--- config.mk ---
export PLATFORM = sky130hd
export DESIGN_NAME = three_level_priority_queue
export DESIGN_NICKNAME = d
export VERILOG_FILES = /design/src/rtl/core/tlpq_pkg.sv /design/src/rtl/core/three_level_priority_queue.sv /design/src/rtl/core/tlpq_ram.sv /design/src/rtl/core/tlpq_ctrl.sv
export SDC_FILE = /design/constraint.sdc
export NUM_CORES = 1
export LEC_CHECK = 0
export ABC_CLOCK_PERIOD_IN_PS = 8900
export BUFFER_PORTS_ARGS = -buffer_cell sky130_fd_sc_hd__buf_2
export CORE_ASPECT_RATIO = 1.1
export CORE_UTILIZATION = 43
export DETAILED_ROUTE_END_ITERATION = 7
export HOLD_SLACK_MARGIN = 0.15
export PLACE_DENSITY = 0.55
export RECOVER_POWER = 50
export SYNTH_ARGS = -nofsm -noshare
export SYNTH_HDL_FRONTEND = slang
export SYNTH_SLANG_ARGS = --single-unit
--- constraint.sdc ---
create_clock -name clk_i -period 8.9 [get_ports clk_i]
set_input_delay 1.78 -clock clk_i [delete_from_list [all_inputs] [get_ports clk_i]]
set_output_delay 1.78 -clock clk_i [all_outputs]
set_load 0.03 [all_outputs]
--- src/rtl/core/tlpq_pkg.sv ---
`timescale 1ns / 1ps
// ----------------------------------------------------------------------------
// tlpq_pkg
// Shared types and constants for the three-level priority queue.
// ----------------------------------------------------------------------------
package tlpq_pkg;

  localparam int unsigned LevelDepth = 16;
  localparam int unsigned CodeWidth  = 16;
  localparam int unsigned NumLevels  = 3;

  typedef enum logic [1:0] {
    MODE_ENQ      = 2'd0,
    MODE_POP_HEAD = 2'd1,
    MODE_POP_TAIL = 2'd2,
    MODE_CLEAR    = 2'd3
  } mode_e;

  typedef enum logic [1:0] {
    ST_DONE  = 2'd0,
    ST_FULL  = 2'd1,
    ST_EMPTY = 2'd2
  } status_e;

  // Level indexes: 0 lowest class, 2 highest
  localparam logic [1:0] LvLow  = 2'd0;
  localparam logic [1:0] LvMid  = 2'd1;
  localparam logic [1:0] LvHigh = 2'd2;

  // Requested priorities that select a dedicated level
  localparam logic [1:0] PrioHigh = 2'd3;
  localparam logic [1:0] PrioMid  = 2'd2;

  typedef struct packed {
    logic [1:0]  mode;
    logic [1:0]  priority_req;
    logic [15:0] code;
  } req_t;

  typedef struct packed {
    logic [1:0]  status;
    logic [1:0]  out_priority;
    logic [15:0] out_code;
    logic [5:0]  total_count;
    logic        is_empty;
  } result_t;

  // Registered result info from the controller; code comes from the store
  typedef struct packed {
    logic       valid;
    logic [1:0] status;
    logic [1:0] prio;
    logic       take_code;
    logic [5:0] total;
    logic       empty;
  } res_meta_t;

endpackage

--- src/rtl/core/three_level_priority_queue.sv ---
`timescale 1ns / 1ps
// ----------------------------------------------------------------------------
// three_level_priority_queue
// Strict three-level priority queue, FIFO within a level for head removals, store in one RAM.
// ----------------------------------------------------------------------------
// Result: the result strobe done_o rises in the cycle after a request is taken,
//   the cycle in which the store's registered read data is valid.
// Throughput: one request per cycle; busy stays low, each request makes at most
//   one store access (write for enqueue, read for a removal, none for a clear).
// Reset: pointers and fill counters clear; store contents are left as is.
// Results are shown for one cycle and cannot be stalled.
module three_level_priority_queue #(
  parameter int unsigned LevelDepth = tlpq_pkg::LevelDepth,
  parameter int unsigned CodeWidth  = tlpq_pkg::CodeWidth
) (
  input  logic              clk_i,
  input  logic              rst_ni,
  input  logic              start,
  output logic              busy,
  input  tlpq_pkg::req_t    req_i,
  output logic              done_o,
  output tlpq_pkg::result_t result_o
);

  localparam int unsigned MemDepth = tlpq_pkg::NumLevels * LevelDepth;
  localparam int unsigned AddrW    = $clog2(MemDepth);

  logic                mem_we, mem_re;
  logic [AddrW-1:0]    mem_addr;
  logic [CodeWidth-1:0] mem_wdata, mem_rdata;
  tlpq_pkg::res_meta_t meta;

  // Every request completes in a fixed pipeline, nothing to hold off
  assign busy = 1'b0;

  tlpq_ctrl #(
    .LevelDepth (LevelDepth),
    .CodeWidth  (CodeWidth)
  ) u_ctrl (
    .clk_i       (clk_i),
    .rst_ni      (rst_ni),
    .fire_i      (start && !busy),
    .req_i       (req_i),
    .mem_we_o    (mem_we),
    .mem_re_o    (mem_re),
    .mem_addr_o  (mem_addr),
    .mem_wdata_o (mem_wdata),
    .meta_o      (meta)
  );

  tlpq_ram #(
    .Width (CodeWidth),
    .Depth (MemDepth)
  ) u_store (
    .clk_i   (clk_i),
    .we_i    (mem_we),
    .re_i    (mem_re),
    .addr_i  (mem_addr),
    .wdata_i (mem_wdata),
    .rdata_o (mem_rdata)
  );

  assign done_o                = meta.valid;
  assign result_o.status       = meta.status;
  assign result_o.out_priority = meta.prio;
  assign result_o.out_code     = meta.take_code ? 16'(mem_rdata) : 16'd0;
  assign result_o.total_count  = meta.total;
  assign result_o.is_empty     = meta.empty;

endmodule

--- src/rtl/core/tlpq_ram.sv ---
`timescale 1ns / 1ps
// ----------------------------------------------------------------------------
// tlpq_ram
// Generic single-port RAM, one write or one read per cycle, registered read.
// ----------------------------------------------------------------------------
module tlpq_ram #(
  parameter int unsigned Width = 16,
  parameter int unsigned Depth = 48
) (
  input  logic                     clk_i,
  input  logic                     we_i,
  input  logic                     re_i,
  input  logic [$clog2(Depth)-1:0] addr_i,
  input  logic [Width-1:0]         wdata_i,
  output logic [Width-1:0]         rdata_o
);

  logic [Width-1:0] mem_q [Depth];
  logic [Width-1:0] rdata_q;

  always_ff @(posedge clk_i) begin
    if (we_i) begin
      mem_q[addr_i] <= wdata_i;
    end
    if (re_i) begin
      rdata_q <= mem_q[addr_i];
    end
  end

  assign rdata_o = rdata_q;

endmodule

--- src/rtl/core/tlpq_ctrl.sv ---
`timescale 1ns / 1ps
// ----------------------------------------------------------------------------
// tlpq_ctrl
// Per-level pointers and fill counters; issues at most one store access per request.
// ----------------------------------------------------------------------------
module tlpq_ctrl #(
  parameter int unsigned LevelDepth = tlpq_pkg::LevelDepth,
  parameter int unsigned CodeWidth  = tlpq_pkg::CodeWidth,
  localparam int unsigned MemDepth  = tlpq_pkg::NumLevels * LevelDepth,
  localparam int unsigned AddrW     = $clog2(MemDepth)
) (
  input  logic                   clk_i,
  input  logic                   rst_ni,
  input  logic                   fire_i,
  input  tlpq_pkg::req_t         req_i,
  output logic                   mem_we_o,
  output logic                   mem_re_o,
  output logic [AddrW-1:0]       mem_addr_o,
  output logic [CodeWidth-1:0]   mem_wdata_o,
  output tlpq_pkg::res_meta_t    meta_o
);

  localparam int unsigned PtrW  = $clog2(LevelDepth);
  localparam int unsigned FillW = $clog2(LevelDepth + 1);
  localparam int unsigned CntW  = $clog2(MemDepth + 1);
  localparam logic [PtrW-1:0]  PtrLast  = PtrW'(LevelDepth - 1);
  localparam logic [FillW-1:0] FillFull = FillW'(LevelDepth);
  localparam logic [AddrW-1:0] BaseMid  = AddrW'(LevelDepth);
  localparam logic [AddrW-1:0] BaseHigh = AddrW'(2 * LevelDepth);

  logic [PtrW-1:0]  rd_ptr_q [3];
  logic [PtrW-1:0]  rd_ptr_d [3];
  logic [PtrW-1:0]  wr_ptr_q [3];
  logic [PtrW-1:0]  wr_ptr_d [3];
  logic [FillW-1:0] fill_q   [3];
  logic [FillW-1:0] fill_d   [3];
  tlpq_pkg::res_meta_t meta_q, meta_d;

  tlpq_pkg::mode_e mode;
  logic [1:0]       enq_lv, head_lv, tail_lv, sel_lv;
  logic             any_held, sel_full;
  logic [PtrW-1:0]  sel_rd, sel_wr, sel_wr_dec, acc_ptr;
  logic [FillW-1:0] sel_fill;
  logic [AddrW-1:0] base;
  logic [CntW-1:0]  total_sum;
  logic             do_enq, do_head, do_tail, do_clear;

  function automatic logic [PtrW-1:0] wrap_inc(input logic [PtrW-1:0] p);
    logic [PtrW-1:0] r;
    r = (p == PtrLast) ? '0 : p + PtrW'(1);
    return r;
  endfunction

  function automatic logic [PtrW-1:0] wrap_dec(input logic [PtrW-1:0] p);
    logic [PtrW-1:0] r;
    r = (p == '0) ? PtrLast : p - PtrW'(1);
    return r;
  endfunction

  assign mode = tlpq_pkg::mode_e'(req_i.mode);

  // Anything but the two upper priorities lands in the lowest class
  assign enq_lv = (req_i.priority_req == tlpq_pkg::PrioHigh) ? tlpq_pkg::LvHigh :
                  (req_i.priority_req == tlpq_pkg::PrioMid)  ? tlpq_pkg::LvMid  :
                                                               tlpq_pkg::LvLow;

  assign any_held = (fill_q[0] != '0) || (fill_q[1] != '0) || (fill_q[2] != '0);

  assign head_lv = (fill_q[2] != '0) ? tlpq_pkg::LvHigh :
                   (fill_q[1] != '0) ? tlpq_pkg::LvMid  : tlpq_pkg::LvLow;
  assign tail_lv = (fill_q[0] != '0) ? tlpq_pkg::LvLow  :
                   (fill_q[1] != '0) ? tlpq_pkg::LvMid  : tlpq_pkg::LvHigh;

  always_comb begin
    case (mode)
      tlpq_pkg::MODE_ENQ:      sel_lv = enq_lv;
      tlpq_pkg::MODE_POP_HEAD: sel_lv = head_lv;
      tlpq_pkg::MODE_POP_TAIL: sel_lv = tail_lv;
      default:                 sel_lv = tlpq_pkg::LvLow;
    endcase
  end

  assign sel_rd     = rd_ptr_q[sel_lv];
  assign sel_wr     = wr_ptr_q[sel_lv];
  assign sel_fill   = fill_q[sel_lv];
  assign sel_full   = (sel_fill == FillFull);
  assign sel_wr_dec = wrap_dec(sel_wr);

  assign do_enq   = fire_i && (mode == tlpq_pkg::MODE_ENQ) && !sel_full;
  assign do_head  = fire_i && (mode == tlpq_pkg::MODE_POP_HEAD) && any_held;
  assign do_tail  = fire_i && (mode == tlpq_pkg::MODE_POP_TAIL) && any_held;
  assign do_clear = fire_i && (mode == tlpq_pkg::MODE_CLEAR);

  always_comb begin
    case (sel_lv)
      tlpq_pkg::LvMid:  base = BaseMid;
      tlpq_pkg::LvHigh: base = BaseHigh;
      default:          base = '0;
    endcase
  end

  always_comb begin
    case (mode)
      tlpq_pkg::MODE_POP_HEAD: acc_ptr = sel_rd;
      tlpq_pkg::MODE_POP_TAIL: acc_ptr = sel_wr_dec;
      default:                 acc_ptr = sel_wr;
    endcase
  end

  // At most one store access per request, so a read never meets a write in
  // the same cycle; a write is visible to the next request's read.
  assign mem_we_o    = do_enq;
  assign mem_re_o    = do_head || do_tail;
  assign mem_addr_o  = base + AddrW'(acc_ptr);
  assign mem_wdata_o = CodeWidth'(req_i.code);

  always_comb begin
    for (int i = 0; i < 3; i++) begin
      rd_ptr_d[i] = rd_ptr_q[i];
      wr_ptr_d[i] = wr_ptr_q[i];
      fill_d[i]   = fill_q[i];
      if (do_clear) begin
        rd_ptr_d[i] = '0;
        wr_ptr_d[i] = '0;
        fill_d[i]   = '0;
      end else if (sel_lv == 2'(i)) begin
        if (do_enq) begin
          wr_ptr_d[i] = wrap_inc(sel_wr);
          fill_d[i]   = sel_fill + FillW'(1);
        end else if (do_head) begin
          rd_ptr_d[i] = wrap_inc(sel_rd);
          fill_d[i]   = sel_fill - FillW'(1);
        end else if (do_tail) begin
          wr_ptr_d[i] = sel_wr_dec;
          fill_d[i]   = sel_fill - FillW'(1);
        end
      end
    end
  end

  assign total_sum = CntW'(fill_d[0]) + CntW'(fill_d[1]) + CntW'(fill_d[2]);

  always_comb begin
    meta_d           = '0;
    meta_d.valid     = fire_i;
    meta_d.total     = 6'(total_sum);
    meta_d.empty     = (total_sum == '0);
    meta_d.take_code = do_head || do_tail;
    meta_d.prio      = (do_head || do_tail) ? sel_lv + 2'd1 : 2'd0;
    if (fire_i && (mode == tlpq_pkg::MODE_ENQ) && sel_full) begin
      meta_d.status = tlpq_pkg::ST_FULL;
    end else if (fire_i && (mode == tlpq_pkg::MODE_POP_HEAD ||
                            mode == tlpq_pkg::MODE_POP_TAIL) && !any_held) begin
      meta_d.status = tlpq_pkg::ST_EMPTY;
    end else begin
      meta_d.status = tlpq_pkg::ST_DONE;
    end
  end

  always_ff @(posedge clk_i or negedge rst_ni) begin
    if (!rst_ni) begin
      for (int i = 0; i < 3; i++) begin
        rd_ptr_q[i] <= '0;
        wr_ptr_q[i] <= '0;
        fill_q[i]   <= '0;
      end
      meta_q <= '0;
    end else begin
      for (int i = 0; i < 3; i++) begin
        rd_ptr_q[i] <= rd_ptr_d[i];
        wr_ptr_q[i] <= wr_ptr_d[i];
        fill_q[i]   <= fill_d[i];
      end
      meta_q <= meta_d;
    end
  end

  assign meta_o = meta_q;

  // Assertions
  a_fill_bound: assert property (@(posedge clk_i) disable iff (!rst_ni)
    (fill_q[0] <= FillFull) && (fill_q[1] <= FillFull) && (fill_q[2] <= FillFull))
    else $error("level fill above depth");

  a_empty_ptrs: assert property (@(posedge clk_i) disable iff (!rst_ni)
    ((fill_q[0] != '0) || (rd_ptr_q[0] == wr_ptr_q[0])) &&
    ((fill_q[1] != '0) || (rd_ptr_q[1] == wr_ptr_q[1])) &&
    ((fill_q[2] != '0) || (rd_ptr_q[2] == wr_ptr_q[2])))
    else $error("empty level with mismatched pointers");

  a_one_result: assert property (@(posedge clk_i) disable iff (!rst_ni)
    fire_i |=> meta_q.valid)
    else $error("request without result");

  a_full_drop: assert property (@(posedge clk_i) disable iff (!rst_ni)
    (fire_i && (mode == tlpq_pkg::MODE_ENQ) && sel_full) |=>
      (meta_q.status == tlpq_pkg::ST_FULL) && $stable(fill_q[0]) &&
      $stable(fill_q[1]) && $stable(fill_q[2]))
    else $error("refused enqueue changed state");

  a_take_prio: assert property (@(posedge clk_i) disable iff (!rst_ni)
    meta_q.valid |-> (meta_q.take_code == (meta_q.prio != 2'd0)))
    else $error("removed code without level");

endmodule

==> flow_metrics.tcl <==
set metrics [dict create \
    die_area_sq_um 82200 \
    initialDrtViolationCount 2517 \
    viasPerCell 6.09 \
    clockBufferDepth 3 \
    grt_first_pass_wirelength_microns 155000 \
    power_switching_uw 5420 \
    swShare 0.398 \
    stdcell_count 3670 \
    worstPathArrival_ps 7740 \
    synth-adder-area-share 0.0103 \
    ys_seq_area_frac 0.713 \
    hp-class "reg -> reg" \
    io_pins 52 \
    grt_pass1_vias 21900 \
    cts-root-buf "clkbuf_16" \
    synth_area_sq_um 34900 \
    reg2reg_from "u_ctrl.fill_q[5]" \
    area_growth_pct 12.9 \
    clockPowerShare 0.261 \
    synth_seq_cells 836 \
    required_ps 9190 \
    fin_ws_ps 1460 \
    critPathKind "in -> reg" \
    layout-drive-gt1-share 0.145 \
    power_uw 13600 \
    synth-xor-area-share 0.00251 \
    avgSynthCellArea_sq_um 14.2 \
    maxCapViolations 18 \
    whs_endpoint "u_ctrl.wr_ptr_q[7]" \
    yosysUniqueCellTypes 89 \
    reg2reg_slack_ps 2770 \
    worst_r2r_path_depth 16 \
    hold_depth 2 \
    power.density_nw_per_um2 346 \
    synthMuxAreaShare 0.0484 \
    synth_simple_gate_area_share 0.101 \
    core-area_sq_um 80300 \
    gp_congestion 0.891 \
    synth_compound_area_frac 0.0978 \
    period_share 0.836 \
    worstMarginPinSlew_ps 2860 \
    internal_power_uw 8200 \
    synth-main-ff-cell "edfxtp_1" \
    place_ws_ps 963 \
    antenna_found_initial 3 \
    finalMaxSlewViolations 861 \
    nets 2592 \
    drt-pass1-iter-count 7 \
    pwr-share-seq 0.341 \
    synth_top_family_by_area "simple AND/OR/NAND/NOR gates" \
    grt_overflow_total 0 \
    p_leak_uw 0.0134 \
    numClockSinks 836 \
    cts_resized 0 \
    fp.dieH_microns 301 \
    rows 109 \
    place_hpwl_microns 63700 \
    peakVddDrop_uv 211 \
    grt_usage 0.262 \
    via_count 22300 \
    fillCellCount 6966 \
    crit_path_end_kind "flop" \
    numPortBuffers 50 \
    status "finished with violations" \
    ant_nets 0 \
    worstPathMaxFanout 30 \
    cts_made_buffers 88 \
    synth_edf_count 784 \
    fin_crit_ps 7440 \
    grt_start_max_net_pins 86 \
    max_slew_margin -0.904 \
    fin_util 0.490 \
    drcViolationCount 0 \
    hold_viol 0 \
    p_comb_frac 0.398 \
    max_freq_mhz 134 \
    r2r-end "u_store.rdata_o[13]" \
    drt-total-wl_microns 108000 \
    yosysWarnings 0 \
    clock_latency_ps 650 \
    start_util 0.434 \
    async_flop_share 0.0622 \
    synth_nets 2506 \
    rsz0062_at_grt "false" \
    syn_inst 2458 \
    holdBufCountCts 0 \
    cts.clk_slew.worst_paths_ps 60 \
    dieWidth_microns 274 \
    post_cts_buffers 0 \
    drt-wirelength-per-cell_microns 29.3 \
    final.setup.tns_ps 0 \
    htreeDepth 3 \
    setup_viol 0 \
    worst_clock_skew_ps 26.9 \
    place_inst 3508 \
    worst_setup_path_start_kind "primary input" \
    worstHoldStart "u_ctrl.wr_ptr_q[7]" \
    violations "max-capacitance violations, max-slew violations" \
    cts_tree "built" \
]
[stage by stage]
step           hold slack (ps)  instance area [sq um]
6_report                   494                  39300
5_1_grt                    515                  39300
4_1_cts                    491                  39400
3_3_place_gp               489                  36600
2_1_floorplan              448                  34900
3_5_place_dp               476                  36600
[synth_stat cells, drive strengths merged, types with 7 or more instances]
master	count	area (sq um)
edfxtp	784	23500
nand2	377	1420
nand3	160	816
buf	103	572
nor2	93	367
o21ai	89	445
mux2i	82	821
mux2	71	800
clkbuf	66	248
a311oi	64	578
a21oi	58	290
and3	58	363
dfrtp	52	1300
inv	36	135
a221oi	27	243
a22oi	27	208
a31oi	27	184
and2	27	169
a221o	19	190
ha	19	238
nor3	17	116
o211ai	16	120
o2bb2ai	15	138
o22ai	13	81.3
a211oi	12	95.1
a32oi	11	96.3
nand4	9	56.3
o31ai	9	72.6
o2111ai	8	70.1
o311ai	8	70.1
o221ai	7	73.8
[kinds of logic (layout without fill, tap and decap cells)]
logic type | Yosys count | in the layout
compound gates | 458 | 458
xor+xnor | 10 | 10
fa+ha+maj | 25 | 25
buf+inv | 205 | 362
flops | 836 | 836
mux | 156 | 156
other cells | 1 | 2
simple gates | 767 | 767
[area by class of cell]
type,count,area [sq um],area share
flip-flops and latches,836,24800,0.631
multi-input cells,1417,9140,0.232
clock buffers,104,2300,0.0586
well taps,1054,1320,0.0335
repair buffers,165,1150,0.0293
clock inverters,57,455,0.0116
inverters,36,135,0.00343
diodes,1,2.50,0.0000636
[registers in the layout, indices dropped and copies added, names as in the netlist]
register,cells
u_ctrl.meta_o,13
u_ctrl.fill_q,15
u_ctrl.wr_ptr_q,12
u_ctrl.rd_ptr_q,12
u_store.rdata_o,16
u_store.mem_q,768
[cells in the final DEF, fill, tap and decap left out, types with 27 or more instances in the layout]
cell and n:
a21oi_1 58, buf_4 105, edfxtp_1 784, nand3_1 157
clkbuf_1 47, and3_1 58, mux2_2 71, mux2i_1 82
inv_1 33, nor2_1 88, nand2_1 376, o21ai_0 87
and2_1 27, a311oi_1 63, clkbuf_16 90, dfrtp_1 52
[power by group through the flow]
stage | logic (uW) | registers, uW | clock network (uW)
after detailed placement | 5390 | 4720 | 0
final | 5430 | 4640 | 3550
after global placement | 5360 | 4720 | 0
after global routing | 5730 | 4660 | 3750
after CTS | 5410 | 4640 | 3600
after floorplan | 3290 | 4650 | 0
[worst max path at each step]
stage	from	to	slack, ps
finish	req_i[18]	u_store.rdata_o[13]	1460
global route	req_i[18]	u_ctrl.meta_o[0]	970
CTS	req_i[18]	u_store.rdata_o[13]	1630
detailed placement	req_i[18]	u_store.rdata_o[13]	960
global placement	req_i[18]	u_store.rdata_o[13]	1040
floorplan	req_i[18]	u_ctrl.meta_o[0]	2220
[metal layers]
layer | track usage | part of all wire | up-vias
li1 | - | - | 9637
met1 | 0.346 | 0.41 | 11600
met2 | 0.429 | 0.48 | 971
met3 | 0.0512 | 0.079 | 165
met4 | 0.0946 | 0.033 | 0
met5 | 0 | 0 | -
[critical path: stages]
cell	delay (ps)
clkbuf_1	120
inv_1	90
ha_1	490
nor4b_2	300
nand4_1	210
nand3_2	130
buf_4	300
and3_1	540
a2bb2oi_4	140
ha_1	340
nand2b_1	200
o2111a_1	220
nor2_4	510
buf_4	480
nor2_1	330
nand2_1	140
a21oi_1	80
o311ai_0	890
o311ai_1	400
No activity file was read; power rests on OpenSTA's default activity.
